## config.mk

```make
export PLATFORM = sky130hd
export DESIGN_NAME = lcw_front
export DESIGN_NICKNAME = d
export VERILOG_FILES = /design/src/rtl/lcw_pkg.sv /design/src/rtl/lcw_front.sv
export SDC_FILE = /design/constraint.sdc
export NUM_CORES = 1
export LEC_CHECK = 0
export BUFFER_PORTS_ARGS = -buffer_cell sky130_fd_sc_hd__buf_4
export CAP_MARGIN = 20
export CORE_UTILIZATION = 45
export DETAILED_ROUTE_END_ITERATION = 12
export HOLD_SLACK_MARGIN = 0.06
export PLACE_DENSITY_LB_ADDON = 0.08
export SYNTH_ARGS = -nofsm -noshare
export SYNTH_HDL_FRONTEND = slang
export SYNTH_SLANG_ARGS = --single-unit
```

## constraint.sdc

```tcl
create_clock -name clk -period 4.3 [get_ports clk]
set_clock_uncertainty 0.05 [all_clocks]
set_input_delay 0.86 -clock clk [delete_from_list [all_inputs] [get_ports clk]]
set_output_delay 0.86 -clock clk [all_outputs]
set_load 0.01 [all_outputs]
```

## src/rtl/lcw_pkg.sv

```systemverilog
`timescale 1ns / 1ps
// ----------------------------------------------------------------------------
// LCW decompressor package
// Shared item types, operation codes, command kinds and the job kinds passed
// from the front end to the expansion engine.
// ----------------------------------------------------------------------------
package lcw_pkg;

	typedef enum logic [1:0] {
		OP_START = 2'd0,
		OP_PUSH  = 2'd1,
		OP_READ  = 2'd2,
		OP_NONE  = 2'd3
	} op_t;

	typedef enum logic [1:0] {
		ST_DECODING = 2'd0,
		ST_END      = 2'd1,
		ST_ERROR    = 2'd2
	} status_t;

	typedef enum logic [2:0] {
		PH_CMD, PH_CNT_LO, PH_CNT_HI, PH_ARG_LO, PH_ARG_HI, PH_LIT, PH_REL_LO
	} phase_t;

	typedef enum logic [2:0] {
		K_FILL, K_LONG_COPY, K_REL_COPY, K_LITERAL, K_SHORT_COPY
	} kind_t;

	typedef enum logic [2:0] {
		JOB_START, JOB_READ, JOB_NOP, JOB_PUT, JOB_FILL, JOB_COPY, JOB_REL, JOB_END
	} job_t;

	typedef enum logic [1:0] {
		BE_IDLE, BE_RUN, BE_RDWAIT, BE_DONE
	} be_state_t;

	typedef struct packed {
		logic [1:0]  operation;
		logic [7:0]  in_byte;
		logic [15:0] read_addr;
	} in_item_t;

	typedef struct packed {
		logic [7:0]  read_data;
		logic [16:0] out_length;
		logic [1:0]  status;
	} out_item_t;

	typedef struct packed {
		job_t        job;
		logic [7:0]  value;
		logic [15:0] count;
		logic [15:0] addr;
	} job_item_t;

endpackage

```

## src/rtl/lcw_front.sv

```systemverilog
`timescale 1ns / 1ps
// ----------------------------------------------------------------------------
// LCW command parser
// Accepts items, tracks the command header bytes and emits one job per item.
// ----------------------------------------------------------------------------
module lcw_front (
	input  logic               clk,
	input  logic               arst_n,
	input  logic               valid,
	output logic               stall,
	input  lcw_pkg::in_item_t  data,
	output logic               job_valid,
	input  logic               job_stall,
	output lcw_pkg::job_item_t job
);

	lcw_pkg::phase_t phase_q;
	lcw_pkg::kind_t  kind_q;
	logic [15:0]     count_q;
	logic [15:0]     src_q;
	logic            done_q;
	logic            fire;
	logic [7:0]      b;

	assign stall = job_stall;
	assign job_valid = valid;
	assign fire = valid && !job_stall;
	assign b = data.in_byte;

	always_comb begin
		job.value = b;
		job.count = count_q;
		job.addr = data.read_addr;
		job.job = lcw_pkg::JOB_NOP;
		unique case (lcw_pkg::op_t'(data.operation))
			lcw_pkg::OP_START: job.job = lcw_pkg::JOB_START;
			lcw_pkg::OP_READ:  job.job = lcw_pkg::JOB_READ;
			lcw_pkg::OP_NONE:  job.job = lcw_pkg::JOB_NOP;
			lcw_pkg::OP_PUSH: begin
				if (!done_q) begin
					unique case (phase_q)
						lcw_pkg::PH_CMD: begin
							if (b[7:6] == 2'b10 && b[5:0] == 6'd0) begin
								job.job = lcw_pkg::JOB_END;
							end
						end
						lcw_pkg::PH_ARG_LO: begin
							if (kind_q == lcw_pkg::K_FILL) begin
								job.job = lcw_pkg::JOB_FILL;
							end
						end
						lcw_pkg::PH_ARG_HI: begin
							job.job = lcw_pkg::JOB_COPY;
							job.addr = {b, src_q[7:0]};
						end
						lcw_pkg::PH_LIT: job.job = lcw_pkg::JOB_PUT;
						lcw_pkg::PH_REL_LO: begin
							job.job = lcw_pkg::JOB_REL;
							job.addr = {4'd0, src_q[3:0], b};
						end
						default: job.job = lcw_pkg::JOB_NOP;
					endcase
				end
			end
			default: job.job = lcw_pkg::JOB_NOP;
		endcase
	end

	always_ff @(posedge clk or negedge arst_n) begin
		if (!arst_n) begin
			phase_q <= lcw_pkg::PH_CMD;
			kind_q  <= lcw_pkg::K_FILL;
			count_q <= '0;
			src_q   <= '0;
			done_q  <= 1'b0;
		end else if (fire) begin
			if (data.operation == lcw_pkg::OP_START) begin
				phase_q <= lcw_pkg::PH_CMD;
				kind_q  <= lcw_pkg::K_FILL;
				count_q <= '0;
				src_q   <= '0;
				done_q  <= 1'b0;
			end else if (data.operation == lcw_pkg::OP_PUSH && !done_q) begin
				unique case (phase_q)
					lcw_pkg::PH_CMD: begin
						if (b == 8'hFE || b == 8'hFF) begin
							kind_q  <= (b == 8'hFE) ? lcw_pkg::K_FILL : lcw_pkg::K_LONG_COPY;
							count_q <= '0;
							phase_q <= lcw_pkg::PH_CNT_LO;
						end else if (!b[7]) begin
							kind_q  <= lcw_pkg::K_REL_COPY;
							count_q <= 16'({1'b0, b[6:4]} + 4'd3);
							src_q   <= {8'd0, 4'd0, b[3:0]};
							phase_q <= lcw_pkg::PH_REL_LO;
						end else if (b[6] == 1'b0) begin
							count_q <= {10'd0, b[5:0]};
							if (b[5:0] == 6'd0) begin
								done_q <= 1'b1;
							end else begin
								kind_q  <= lcw_pkg::K_LITERAL;
								phase_q <= lcw_pkg::PH_LIT;
							end
						end else begin
							kind_q  <= lcw_pkg::K_SHORT_COPY;
							count_q <= 16'({1'b0, b[5:0]} + 7'd3);
							src_q   <= '0;
							phase_q <= lcw_pkg::PH_ARG_LO;
						end
					end
					lcw_pkg::PH_CNT_LO: begin
						count_q <= {8'd0, b};
						phase_q <= lcw_pkg::PH_CNT_HI;
					end
					lcw_pkg::PH_CNT_HI: begin
						count_q <= {b, count_q[7:0]};
						phase_q <= lcw_pkg::PH_ARG_LO;
					end
					lcw_pkg::PH_ARG_LO: begin
						if (kind_q == lcw_pkg::K_FILL) begin
							phase_q <= lcw_pkg::PH_CMD;
						end else begin
							src_q   <= {8'd0, b};
							phase_q <= lcw_pkg::PH_ARG_HI;
						end
					end
					lcw_pkg::PH_ARG_HI: phase_q <= lcw_pkg::PH_CMD;
					lcw_pkg::PH_LIT: begin
						count_q <= count_q - 16'd1;
						if (count_q <= 16'd1) begin
							phase_q <= lcw_pkg::PH_CMD;
						end
					end
					lcw_pkg::PH_REL_LO: phase_q <= lcw_pkg::PH_CMD;
					default: phase_q <= lcw_pkg::PH_CMD;
				endcase
			end
		end
	end

endmodule

```

-- Yosys cells after proc, flatten, opt, wreduce, memory -nomap -nowiden
Cells that the tools add are included.
- output and inout port bits: 45
- input port bits: 30
- bits in registers: 31
- reduce and logical (&&, ||, !) cells: 23
- add/sub/neg operators: 3
- muxes and demuxes: 45
- order comparisons: 1
- equality and inequality tests: 21
- operator list (operator ; number):
    16-bit two-way mux ; 4
    16-bit one-hot mux with 4 select lines ; 1
    3-bit two-way mux ; 18
    8-bit two-way mux ; 6
    16-bit one-hot mux with 2 select lines ; 1
    3-bit one-hot mux with 5 select lines ; 2
    7-bit two-way mux ; 3
    8-bit equality test (second input constant) ; 2
    16-bit by 1-bit <= comparator with 1-bit output (second input constant) ; 1
    8-bit one-hot mux with 2 select lines ; 1
    16-bit by 1-bit subtractor with 16-bit output (second input constant) ; 1
    3-bit one-hot mux with 4 select lines ; 1
    4-bit AND reduction ; 3
    3-bit equality test (second input constant) ; 3
    3-bit inequality test (second input constant) ; 3
    1-bit two-way mux ; 8
    2-bit nonzero test ; 4
    6-bit by 2-bit adder with 7-bit output (second input constant) ; 1
    7-bit AND reduction ; 1
    2-bit equality test (second input constant) ; 3
    3-bit by 2-bit equality test with 1-bit output (second input constant) ; 2
    3-bit zero test ; 2
    6-bit zero test ; 1
    6-bit inequality test (second input constant) ; 1
    other kinds (16) ; 20

-- Depth between registers and ports, before layout
- depth in word-level cells: 8
- gate-level depth with buffers: 9
- depth with buffers taken out: 7

-- Worst setup path before layout
No wires, ideal clock.
- path kind: in2out
- start point: in data[25] (netlist name)
- end point: out job[10] (netlist name)
- path buffers: 2
- stages on the path: 6
- slack: 1189 ps
- arrival time: 2201 ps
- cell sequence: buf_6 or4b_4 nor2_1 buf_2 a22oi_1 nand2_1
- RTL lines (item ; RTL line ; text):
    from (decl) ; lcw_front.sv:11 ; input lcw_pkg::in_item_t data,
    to (decl) ; lcw_front.sv:14 ; output lcw_pkg::job_item_t job

==> impl_metrics.json <==
{
  "synth.top_cell.area_share_pct": 29.0,
  "p_leak_nw": 1.55,
  "hold_path.class": "primary input to async pin",
  "cap_violations": 0,
  "cts_buffers": 5,
  "gr-total-overflow": 0,
  "cts_max_level": 2,
  "port_buffers": 74,
  "fp.coreArea_um2": 5610,
  "nets": 438,
  "powerDensity_nw_per_um2": 514,
  "synth_compound_area_share_pct": 26.1,
  "ctsLongestPathBuffers": 2,
  "muxShareOfSynthArea_pct": 3.79,
  "dpl.hpwl_um": 5940,
  "synthTopCellsByArea": "dfrtp_1, nand2_1, o21ai_0",
  "ys.flop_type": "dfrtp_1",
  "p_int_mw": 0.922,
  "die-area_um2": 6260,
  "drv_slew": 0,
  "synthAdderAreaFrac_pct": 4.21,
  "io_pins": 75,
  "critPathKind": "primary input to output pin",
  "synth_edf_count": 0,
  "drt-initial-drc-count": 245,
  "antenna_found_initial": 0,
  "critical_path.cell_chain": "buf_4 -> nor3b_1 -> nand2_1 -> a221o_1 -> buf_4",
  "fmax_mhz": 290,
  "hold_violations": 0,
  "cts_resized": 0,
  "switching_share_pct": 45.3,
  "synth.largest_area_cell": "dfrtp_1",
  "maxSlewHeadroom_pct": 41.9,
  "critPathArrivalTime_ps": 2540,
  "diodes": 0,
  "clock_latency_ps": 280,
  "outcome": "finished, final reports clean",
  "die_w_um": 79.1,
  "pwr-share-clk_pct": 18.2,
  "ys_top_cells_by_count": "nand2_1, dfrtp_1, nor2_1",
  "finalCritPeriodShare_pct": 80.2,
  "drive_gt1_share_pct": 22.8,
  "ys_seq_area_share_pct": 29.0,
  "gp_congestion": 0.944,
  "power.share.sequential_pct": 33.0,
  "cts_hold_buf": 0,
  "start_util_pct": 47.7,
  "endpoint_kind": "output pin",
  "syn_area_per_cell_um2": 7.71,
  "areaGrowthSynthToFinish_pct": 22.5,
  "via_count": 2877,
  "synthArstFlopShare_pct": 100,
  "synth_top_family_by_area": "compound AO/OA/AOI/OAI gates",
  "period_needed_ps": 3450,
  "power.total_mw": 1.69,
  "clk_pin_slew_ps": 70,
  "worst_path_most_repeated_cell": "buf_4",
  "ys_warn_count": 0,
  "yosys.area_share.simple_pct": 24.7,
  "cts_tree": "yes",
  "synth_cell_type_count": 61,
  "drcViolationCount": 0,
  "rows": 27,
  "setup_viol": 0,
  "fillers": 562,
  "track_usage_pct": 27.3,
  "power.switching_mw": 0.763,
  "setup-tns-final_ps": 0,
  "cp_max_fo": 16,
  "grt_pass1_wl_um": 13300,
  "netlist_area_um2": 2680,
  "ys_seq_elements": 31,
  "max_stage_delay_ps": 500,
  "tightest_slew_ps": 861,
  "crit_slowest_cell": "nor3b_1",
  "vdd_drop_max_mv": 0.278,
  "required_ps": 3390,
  "numClockSinks": 31,
  "critPathBufInv": 2,
  "grt_pass1_vias": 2588,
  "syn_inst": 347,
  "drt-wirelength-per-cell_um": 17.4,
  "cts_setup_buffers": 0,
  "synth_most_common_cell": "nand2_1",
  "antenna_left": 0,
  "cp_top_family": "simple AND/OR/NAND/NOR gates",
  "syn_nets": 386,
  "drt-pass1-iter-count": 5,
  "pwr-share-comb_pct": 48.9,
  "viasPerCell": 6.10,
  "totalWireLength_um": 8190,
  "synth_xor_area_share_pct": 2.95,
  "fp.dieH_um": 79.1,
  "grt_max_degree": 32,
  "cts-root-buf": "clkbuf_8",
  "cp-start-kind": "primary input",
  "rsz0062_at_grt": "false"
}
## per-stage QoR
stage	util (%)	hold slack, ps	setup slack (ps)	area [um2]	instances
after floorplan	-	394	1190	2680	347
after global placement	56.4	416	966	3160	464
after detailed placement	56.4	432	902	3160	464
after CTS	58.5	447	895	3280	472
after global routing	58.5	472	682	3280	472
final	58.5	450	850	3280	472
## layout by cell type (no fill, tap or decap), drive strengths merged, types with 3 or more instances in the layout
| cell type | n |
|---|---|
| o211ai | 6 |
| a21oi | 19 |
| nor2 | 27 |
| dfrtp | 31 |
| a22oi | 13 |
| a22o | 5 |
| nor3b | 4 |
| xnor2 | 7 |
| a32oi | 5 |
| o21ai | 24 |
| nand3 | 6 |
| buf | 75 |
| nor3 | 12 |
| ha | 9 |
| or4 | 4 |
| nand4 | 4 |
| clkbuf | 6 |
| a221o | 4 |
| a21o | 3 |
| mux2i | 9 |
| inv | 20 |
| nor2b | 3 |
| nand2 | 55 |
| nand2b | 5 |
| nor4 | 3 |
## flip-flops by register name (all words and copies together), names as in the netlist
name     flops
phase_q      3
kind_q       3
count_q     16
src_q        8
done_q       1
## area by class of cell
| type | instances | area (um2) | area share [%] |
|---|---|---|---|
| Clock inverter | 2 | 35.0 | 1.07 |
| Clock buffer | 6 | 82.6 | 2.52 |
| Tap cell | 72 | 90.1 | 2.75 |
| Sequential cell | 31 | 776 | 23.7 |
| Timing Repair Buffer | 75 | 563 | 17.2 |
| Inverter | 21 | 78.8 | 2.40 |
| Multi-Input combinational cell | 265 | 1650 | 50.4 |
## final timing paths
check | start | to | cells after the start | slack (ps)
max | data[25] | job[11] | 5 | 850
min | arst_n | count_q[2]$_DFFE_PN0P_ | 1 | 450
max reg2reg | phase_q[1]$_DFFE_PN0P_ | src_q[3]$_DFFE_PN0P_ | 4 | 1860
min reg2reg | kind_q[2]$_DFFE_PN0P_ | kind_q[2]$_DFFE_PN0P_ | 2 | 450
max in group asynchronous | arst_n | src_q[6]$_DFFE_PN0P_ | 1 | 3450
min in group clk | kind_q[2]$_DFFE_PN0P_ | kind_q[2]$_DFFE_PN0P_ | 2 | 450
## cell families (layout without fill, tap and decap cells)
kind of cell | count (synthesis) | in the layout
mux | 10 | 10
fa+ha+maj | 9 | 9
xor+xnor | 9 | 9
flops | 31 | 31
compound gates | 102 | 102
buf+inv | 51 | 104
simple gates | 135 | 135
## power by group through the flow
| stage | Clock (mW) | Sequential, mW | Combinational, mW |
|---|---|---|---|
| detailed placement | 0 | 0.552 | 0.808 |
| floorplan | 0 | 0.502 | 0.552 |
| finish | 0.307 | 0.555 | 0.823 |
| global route | 0.325 | 0.572 | 0.910 |
| global placement | 0 | 0.548 | 0.801 |
| CTS | 0.312 | 0.549 | 0.812 |
## routing by layer
layer / share of wire (%) / vias to the layer above / wire length [um] / GRT usage [%]
met5: 0 / - / 0 / 0
li1: - / 1353 / - / -
met2: 45 / 150 / 3710 / 42.9
met1: 44 / 1350 / 3610 / 38.1
met4: 2.6 / 0 / 214 / 9.09
met3: 8.0 / 24 / 657 / 3.91
Note: power is estimated with default switching activity, not from simulation.
