$ cat config.mk
export PLATFORM = sky130hd
export DESIGN_NAME = lcw_queue
export DESIGN_NICKNAME = d
export VERILOG_FILES = /design/src/rtl/lcw_pkg.sv /design/src/rtl/lcw_queue.sv
export SDC_FILE = /design/constraint.sdc
export NUM_CORES = 1
export LEC_CHECK = 0
export BUFFER_PORTS_ARGS = -buffer_cell sky130_fd_sc_hd__clkbuf_2
export CAP_MARGIN = 15
export CORE_ASPECT_RATIO = 1.1
export CORE_MARGIN = 2
export CORE_UTILIZATION = 56
export DETAILED_ROUTE_END_ITERATION = 10
export HOLD_SLACK_MARGIN = 0.03
export PLACE_DENSITY = 0.81
export SYNTH_ARGS = -nofsm -noshare
export SYNTH_HDL_FRONTEND = slang
export SYNTH_SLANG_ARGS = --single-unit
$ cat constraint.sdc
create_clock -name clk -period 6.05 [get_ports clk]
set_input_delay 0.3025 -clock clk [delete_from_list [all_inputs] [get_ports clk]]
set_output_delay 0.3025 -clock clk [all_outputs]
set_load 0.005 [all_outputs]
$ cat src/rtl/lcw_pkg.sv
`timescale 1ns / 1ps
// ----------------------------------------------------------------------------
// LCW decompressor package
// Shared item types, operation codes, command kinds and the job kinds passed
// from the front end to the expansion engine.
// ----------------------------------------------------------------------------
package lcw_pkg;

	typedef enum logic [1:0] {
		OP_START = 2'd0,
		OP_PUSH  = 2'd1,
		OP_READ  = 2'd2,
		OP_NONE  = 2'd3
	} op_t;

	typedef enum logic [1:0] {
		ST_DECODING = 2'd0,
		ST_END      = 2'd1,
		ST_ERROR    = 2'd2
	} status_t;

	typedef enum logic [2:0] {
		PH_CMD, PH_CNT_LO, PH_CNT_HI, PH_ARG_LO, PH_ARG_HI, PH_LIT, PH_REL_LO
	} phase_t;

	typedef enum logic [2:0] {
		K_FILL, K_LONG_COPY, K_REL_COPY, K_LITERAL, K_SHORT_COPY
	} kind_t;

	typedef enum logic [2:0] {
		JOB_START, JOB_READ, JOB_NOP, JOB_PUT, JOB_FILL, JOB_COPY, JOB_REL, JOB_END
	} job_t;

	typedef enum logic [1:0] {
		BE_IDLE, BE_RUN, BE_RDWAIT, BE_DONE
	} be_state_t;

	typedef struct packed {
		logic [1:0]  operation;
		logic [7:0]  in_byte;
		logic [15:0] read_addr;
	} in_item_t;

	typedef struct packed {
		logic [7:0]  read_data;
		logic [16:0] out_length;
		logic [1:0]  status;
	} out_item_t;

	typedef struct packed {
		job_t        job;
		logic [7:0]  value;
		logic [15:0] count;
		logic [15:0] addr;
	} job_item_t;

endpackage

$ cat src/rtl/lcw_queue.sv
`timescale 1ns / 1ps
// ----------------------------------------------------------------------------
// LCW job queue
// Two-entry queue between the parser and the expansion engine.
// ----------------------------------------------------------------------------
module lcw_queue (
	input  logic               clk,
	input  logic               arst_n,
	input  logic               in_valid,
	output logic               in_stall,
	input  lcw_pkg::job_item_t in_job,
	output logic               out_valid,
	input  logic               out_take,
	output lcw_pkg::job_item_t out_job
);

	lcw_pkg::job_item_t mem_q [2];
	logic               wp_q;
	logic               rp_q;
	logic [1:0]         cnt_q;
	logic               push;

	assign in_stall = (cnt_q == 2'd2);
	assign push = in_valid && !in_stall;
	assign out_valid = (cnt_q != 2'd0);
	assign out_job = mem_q[rp_q];

	always_ff @(posedge clk) begin
		if (push) begin
			mem_q[wp_q] <= in_job;
		end
	end

	always_ff @(posedge clk or negedge arst_n) begin
		if (!arst_n) begin
			wp_q  <= 1'b0;
			rp_q  <= 1'b0;
			cnt_q <= '0;
		end else begin
			if (push) begin
				wp_q <= !wp_q;
			end
			if (out_take) begin
				rp_q <= !rp_q;
			end
			cnt_q <= 2'(cnt_q + {1'b0, push} - {1'b0, out_take});
		end
	end

	assert property (@(posedge clk) disable iff (!arst_n) out_take |-> out_valid)
		else $error("queue pop while empty");
	assert property (@(posedge clk) disable iff (!arst_n) cnt_q != 2'd3)
		else $error("queue count overrun");
	assert property (@(posedge clk) disable iff (!arst_n)
		(cnt_q == 2'd2 && !out_take) |=> cnt_q == 2'd2)
		else $error("queue lost an entry");

endmodule

# Word-level counts from Yosys, hierarchy flattened
# Memories as Yosys holds them, arrays and structs flattened.
# Cells that the tools add are included.
# word_totals
regBits	4
mem_bits_rw	86
in_bits	47
output_inout_bits	45
word_cells	14
mem_count	1
# memory_table
memory	depth	width	read_ports	rd_ports_with_merged_regs	write_ports	line	rtl
mem_q	2	43	1	0	1	lcw_queue.sv:17	lcw_pkg::job_item_t mem_q [2];
# classes
n_addsub	2
n_eq_ne	1
n_mux	2
reduce_logical	5
# ops
cell	count
1-bit zero test	3
2-bit by 1-bit adder with 2-bit output	1
2-bit == test, second input constant	1
1-bit 2-to-1 mux	2
2-bit nonzero test	1
2-bit by 1-bit subtractor with 2-bit output	1
1-bit logical AND	1

# Longest topological paths before layout
# Gate-level depths: netlist of the first run.
# depth
ltp_word	5
depth_mapped	7
mapped_depth_nobuf	7

# Least setup slack after synthesis of the first run
# OpenSTA, ideal clock, no wires.
# synth_timing
kind	register -> register
start	reg cnt_q[1]
end	mem mem_q[0][0] (netlist bit) (enable)
setup_time_ns	0.443
arrival_time_ns	2.397
t_required_ns	5.607
path_slack_ns	3.209
path_stages_with_launch	4
n_path_buf	0
period_less_slack_ns	2.841
cell_sequence	dfrtp_1 nand2b_1 nand2_1 nor2_1
# synth_via
elab_chain_len	5
# synth_rtl
item	line	rtl
from (decl)	lcw_queue.sv:20	logic [1:0] cnt_q;
from (signal assigned)	lcw_queue.sv:46	cnt_q <= 2'(cnt_q + {1'b0, push} - {1'b0, out_take});
2-bit == test	lcw_queue.sv:23	assign in_stall = (cnt_q == 2'd2);
1-bit zero test	lcw_queue.sv:24	assign push = in_valid && !in_stall;
1-bit logical AND	lcw_queue.sv:24	
1-bit 2-to-1 mux	lcw_queue.sv:29	if (push) begin
1-bit 2-to-1 mux (implied by the code)	lcw_queue.sv:30	mem_q[wp_q] <= in_job;
to (decl)	lcw_queue.sv:17	
# Every way passes these cells.

==> impl_metrics.tcl, run 1 <==
set metrics [dict create \
    run_status "complete, no violations" \
    ctsHtreeMaxLevel 3 \
    tritoncts "done" \
    detailedRoute.firstIterationViolations 100 \
    routed_wl_um 5336 \
    post_cts.repair.setup_buffers 0 \
    post_synth_inst_count 151 \
    seq_area_frac_synth_pct 76.68 \
    clock_power_share_pct 21.5 \
    final_critical_period_ns 2.129 \
    yosys-top-cells-count "edfxtp_1, mux2_4, buf_12, dfrtp_1, mux2_2" \
    final_design_area_no_fill_mm2 0.004207 \
    drt_via_density 5.065 \
    critical_path.reg2reg.endpoint "mem_q[0][15]" \
    core_mm2 0.006118 \
    timing.hold.worst_path_depth 1 \
    synth_most_common_cell "edfxtp_1" \
    slew_viol_final 0 \
    endpoint_kind "output port" \
    die_width_um 79.36 \
    clk_latency_ns 0.33 \
    globalRoute.totalOverflow 0 \
    yosys-top-cells-area "edfxtp_1, mux2_4, dfrtp_1" \
    cts-buffers-inserted 9 \
    max_clock_freq_mhz 469.6 \
    synth_adder_area_share_pct 0.7153 \
    ioPinCount 92 \
    antenna_cells_inserted 0 \
    timing.final.crit_share_pct 35.20 \
    crit_slowest_cell "buf_4" \
    timing_worst_setup_path_type "reg2out" \
    hpwl_after_detailed_placement_um 3656 \
    port-buffer-count 91 \
    placedInstanceArea_mm2 0.003988 \
    die_height_um 86.90 \
    count_of_unique_library_cells_instantiated_by_yosys 15 \
    cp_slowest_stage_delay_ns 0.60 \
    unrepaired_setup_endpoints_after_global_routing "no" \
    synth_top_family_by_area "multiplexers" \
    synth_area_in_compound_gates_pct 0 \
    postSynthAreaPerCell_um2 23.17 \
    worst_hold_path.endpoint "mem_q[1][14]" \
    via_count_of_the_first_global_routing_pass 1653 \
    worst_setup_hold_path_clk_slew_ns 0.08 \
    globalRouteTotalUtil_pct 15.81 \
    worst_slew_margin_rel_pct 32.08 \
    drtPass1Iterations 4 \
    grt_max_degree 45 \
    ir_drop_uv 312.1 \
    worst-endpoint-required_ns 5.75 \
    cellPowerDensity_mw_per_mm2 457.8 \
    grt_antenna_before_repair 0 \
    area_added_between_synthesis_and_finish_pct 20.24 \
    p_sw_share_pct 26.17 \
    timing.reg2reg.worst_path_depth 4 \
    mappedNetlistNets 200 \
    post_synthesis_simple_gate_area_fraction_pct 0.7511 \
    cts.root.buffer_cell "clkbuf_8" \
    synthXorXnorAreaFrac_pct 1.001 \
    antenna_violating_nets_post_route 0 \
    cp.arrival_ns 1.83 \
    comb_power_share_pct 31.9 \
    drt_drc_violations_left 0 \
    final_layout_size_suffix_gt1_share_pct 59.77 \
    hold_class "in2reg" \
    cts_resized 0 \
    timing.max_cap.violations 0 \
    worst-path-max-fanout 44 \
    synth_largest_area_cell "edfxtp_1" \
    fin_setup_tns_ns 0 \
    finalHoldViolCount 0 \
    cts_max_path_buffers 2 \
    floorplan.initialDensity_pct 57.18 \
    path_cells "buf_4, mux2_2, clkbuf_2" \
    timing.critical_path.buf_inv 2 \
    die_area_mm2 0.006896 \
    path_delay_family "buffers and inverters" \
    synthArstFlopShare_pct 4.444 \
    nets 300 \
    cellInternalPower_mw 1.422 \
    timing.final.setup_violations 0 \
    netlist_area_mm2 0.003498 \
    gp_routability_congestion 0.7266 \
    timing_worst_slew_pin_value_ns 1.019 \
    min-delay-start "in_job[14]" \
    ff2ff_setup_slack_ns 4.23 \
    yosys_most_used_dff "edfxtp_1" \
    synth.ff_latch_count 90 \
    fin_worst_skew_ns 0.009368 \
    seqPwrFrac_pct 46.6 \
    post_synth_mux_area_share_pct 18.03 \
    worst_setup_sp_type "flop" \
    yosysWarnings 0 \
    nFillCells 405 \
    clock_sinks 90 \
    synth_edf_count 86 \
    power_leakage_nw 1.732 \
    total_switching_power_mw 0.5040 \
    grt_pass1_wl_um 7797 \
    yosysTopAreaCellShare_pct 73.82 \
    placement_rows 30 \
    wl_per_cell_um 15.88 \
    regToRegStartpoint "cnt_q[1]" \
    route.vias.total 1702 \
]
[power by group through the flow]
| stage | sequential (mW) | combinational, mW | clock, mW |
|---|---|---|---|
| after detailed placement | 0.913 | 0.623 | 0 |
| after global placement | 0.902 | 0.613 | 0 |
| final | 0.897 | 0.614 | 0.414 |
| after CTS | 0.899 | 0.626 | 0.426 |
| after global routing | 0.910 | 0.664 | 0.450 |
| after floorplan | 0.900 | 0.471 | 0 |
[per-stage QoR]
step	setup WS [ns]	util [%]	total power, mW	hold WS [ns]	std cells
floorplan	3.209	-	1.372	0.006909	151
global placement	4.252	65.17	1.514	0.1160	319
detailed placement	4.190	65.17	1.536	0.1216	319
CTS	3.897	68.75	1.951	0.1405	336
global route	3.836	68.75	2.024	0.1372	336
finish	3.921	68.75	1.926	0.1578	336
[final cells by class]
type	count	area [µm²]	share of cell area (%)
tap	80	100.1	2.380
inverter	2	7.507	0.1785
sequential	90	2684	63.80
clock inverter	6	81.33	1.933
clock buffer	10	127.6	3.034
timing repair buffer	94	480.5	11.42
multi-input combinational	54	725.7	17.25
[registers in the layout (all words and copies together) (netlist names)]
| register | flops |
|---|---|
| wp_q | 1 |
| mem_q | 86 |
| rp_q | 1 |
| cnt_q | 2 |
[per-layer routing]
| metal | track usage (%) | routed length [µm] | up-vias |
|---|---|---|---|
| met3 | 5.913 | 412 | 5 |
| li1 | - | - | 788 |
| met2 | 26.19 | 2734 | 62 |
| met4 | 5.643 | 70 | 0 |
| met5 | 0 | 0 | - |
| met1 | 19.21 | 2119 | 847 |
[cells by family (layout without fill, tap and decap cells)]
family / Yosys count / count (layout)
fa+ha+maj: 2 / 2
buf+inv: 7 / 112
simple gates: 5 / 5
mux: 43 / 43
flops: 90 / 90
xor+xnor: 4 / 4
[what timing repair did]
action                     4_1_cts  5_1_grt
hold buffers                     1        0
setup endpoints to repair        0        0
hold endpoints to repair         4        0
[cell usage in the layout (no fill, tap or decap)]
master         instances
xor2_1                 1
clkbuf_1               1
dfrtp_1                3
clkinv_4               1
buf_4                  2
bufinv_16              2
dlygate4sd3_1          1
edfxtp_1              86
nand2b_1               1
xnor2_1                3
clkinv_2               1
mux2_2                 4
and3_2                 1
or2_2                  1
clkinv_1               2
clkbuf_8               9
nor2_4                 1
dfrtp_2                1
inv_1                  2
mux2_4                39
ha_1                   2
clkbuf_2              91
nand2_1                1
[how the worst max path moves through the flow]
stage                   from      endpoint  slack [ns]  cells after the start
finish                  rp_q    out_job[1]        3.92                      3
global route            rp_q    out_job[1]        3.84                      3
CTS                     rp_q    out_job[1]        3.90                      3
detailed placement  cnt_q[1]  mem_q[0][14]        4.19                      4
global placement    cnt_q[1]  mem_q[0][14]        4.25                      4
floorplan           cnt_q[1]   mem_q[0][0]        3.21                      3
Note: power is estimated with default switching activity, not from simulation.
==> run 2: changes to the inputs <==
CORE_UTILIZATION = 47   (was 56)
PLACE_DENSITY = 0.72   (was 0.81)
clock period = 1.8 ns   (was 6.05 ns; I/O delays follow)
==> impl_metrics.tcl, run 2 (synthesis results as in run 1) <==
set metrics [dict create \
    clock_power_share_pct 22.8 \
    globalRouteTotalUtil_pct 15.36 \
    area_added_between_synthesis_and_finish_pct 35.59 \
    layout_common_cells "clkbuf_2, edfxtp_1, dlygate4sd3_1" \
    tritoncts "done" \
    max_clock_freq_mhz 601.3 \
    comb_power_share_pct 32.4 \
    unrepaired_setup_endpoints_after_global_routing "no" \
    worst_setup_hold_path_clk_slew_ns 0.08 \
    biggestRegsByFlops "mem_q: 86 flops, cnt_q: 2 flops" \
    core_mm2 0.007350 \
    globalRoute.totalOverflow 0 \
    cp_slowest_stage_delay_ns 0.57 \
    top_register "mem_q" \
    cp.arrival_ns 1.57 \
    timing.final.crit_share_pct 92.39 \
    cts.root.buffer_cell "clkbuf_8" \
    clock_sinks 90 \
    drt_via_density 4.733 \
    grt_pass1_wl_um 9121 \
    endpoint_kind "output port" \
    fin_worst_skew_ns 0.008473 \
    ctsHtreeMaxLevel 3 \
    routed_wl_um 5817 \
    finalHoldViolCount 0 \
    holdWs_ns 0.08354 \
    route.vias.total 1846 \
    placement_rows 33 \
    timing.critical_path.buf_inv 2 \
    crit_slowest_cell "dfrtp_4" \
    cellInternalPower_mw 5.082 \
    timing_worst_slew_pin_value_ns 0.3380 \
    p_sw_share_pct 25.91 \
    nFillCells 541 \
    hpwl_after_detailed_placement_um 3511 \
    die_area_mm2 0.008150 \
    worst_setup_sp_type "flop" \
    gp_routability_congestion 0.6455 \
    power_leakage_nw 1.951 \
    total_switching_power_mw 1.777 \
    timing_worst_setup_path_type "reg2out" \
    grt_max_degree 44 \
    detailedRoute.firstIterationViolations 85 \
    largest_register_ff_count 86 \
    critical_path.reg2reg.endpoint "cnt_q[1]" \
    detailedPlace.worstSlack_ns 0.2481 \
    worst-path-max-fanout 18 \
    cts_max_path_buffers 2 \
    drt_drc_violations_left 0 \
    hold_class "in2async" \
    post_cts.repair.setup_buffers 0 \
    die_width_um 86.26 \
    final_critical_period_ns 1.663 \
    antenna_violating_nets_post_route 0 \
    slew_viol_final 0 \
    final_common_cell "clkbuf_2" \
    antenna_cells_inserted 0 \
    final_layout_size_suffix_gt1_share_pct 51.82 \
    worst_slew_margin_rel_pct 77.47 \
    clk_latency_ns 0.34 \
    timing.final.setup_violations 0 \
    run_status "complete, no violations" \
    finalWorstSetupSlack_ns 0.1369 \
    wl_per_cell_um 14.92 \
    drtPass1Iterations 4 \
    floorplan.initialDensity_pct 47.60 \
    path_cells "buf_12, mux2_4, clkbuf_2" \
    fin_setup_tns_ns 0 \
    cts-buffers-inserted 9 \
    grt_antenna_before_repair 0 \
    seqPwrFrac_pct 44.9 \
    path_delay_family "flip-flops" \
    worst-endpoint-required_ns 1.71 \
    ff2ff_setup_slack_ns 0.22 \
    port-buffer-count 91 \
    regToRegStartpoint "cnt_q[1]" \
    ioPinCount 92 \
    via_count_of_the_first_global_routing_pass 2025 \
    cellPowerDensity_mw_per_mm2 1446 \
    ir_drop_uv 980.9 \
    die_height_um 94.49 \
    timing.max_cap.violations 0 \
    nets 347 \
    timing.reg2reg.worst_path_depth 7 \
]
[run 2: cell types whose count changed in the layout (fill, tap and decap cells not counted), sizes merged]
cell and delta:
dlygate4sd3 +44, buf +3, bufinv +1, clkinvlp +1
clkbuf +1, clkinv -3
[run 2: through the flow]
stage                     area, µm²  cells  total power [mW]  util (%)
final                          4743    390             6.859     64.54
after global routing           4743    390             7.231     64.54
after CTS                      4741    390             6.937     64.50
after detailed placement       4056    329             5.284     55.19
after global placement         4056    329             5.238     55.19
after floorplan                3507    151             4.608         -
[run 2: area by class of cell]
class	count	area [µm²]	share of cell area, %
repair buffers	141	980.9	20.68
clock inverters	5	102.6	2.163
flip-flops and latches	90	2686	56.63
clock buffers	11	131.4	2.770
multi-input cells	54	725.7	15.30
inverters	2	7.507	0.1583
well taps	87	108.9	2.295
[run 2: what timing repair did]
item                                    in CTS  in global routing
hold buffers                                45                  0
endpoints found under the setup margin       0                 33
resized for setup                            0                  1
endpoints found under the hold margin       91                  0
[run 2: power groups by stage]
stage          Combinational (mW)  Sequential, mW  Clock [mW]
2_1_floorplan                1.60            3.01           0
3_3_place_gp                 2.15            3.09           0
3_5_place_dp                 2.16            3.12           0
4_1_cts                      2.25            3.08        1.61
5_1_grt                      2.40            3.13        1.70
6_report                     2.22            3.08        1.56
[run 2: routing by layer]
layer | GRT usage [%] | part of all wire (%)
met5 | 0 | 0
met4 | 7.031 | 1.4
met3 | 5.070 | 5.0
met2 | 27.58 | 54
met1 | 16.30 | 40
[run 2: worst max path at each step]
stage | startpoint | depth (start not counted) | slack (ns) | end
floorplan | cnt_q[1] | 3 | 0.13 | mem_q[0][0]
global placement | cnt_q[1] | 7 | 0.31 | cnt_q[1]
detailed placement | cnt_q[1] | 7 | 0.25 | cnt_q[1]
CTS | rp_q | 3 | 0.04 | out_job[7]
global route | rp_q | 3 | 0.05 | out_job[17]
finish | rp_q | 3 | 0.14 | out_job[17]
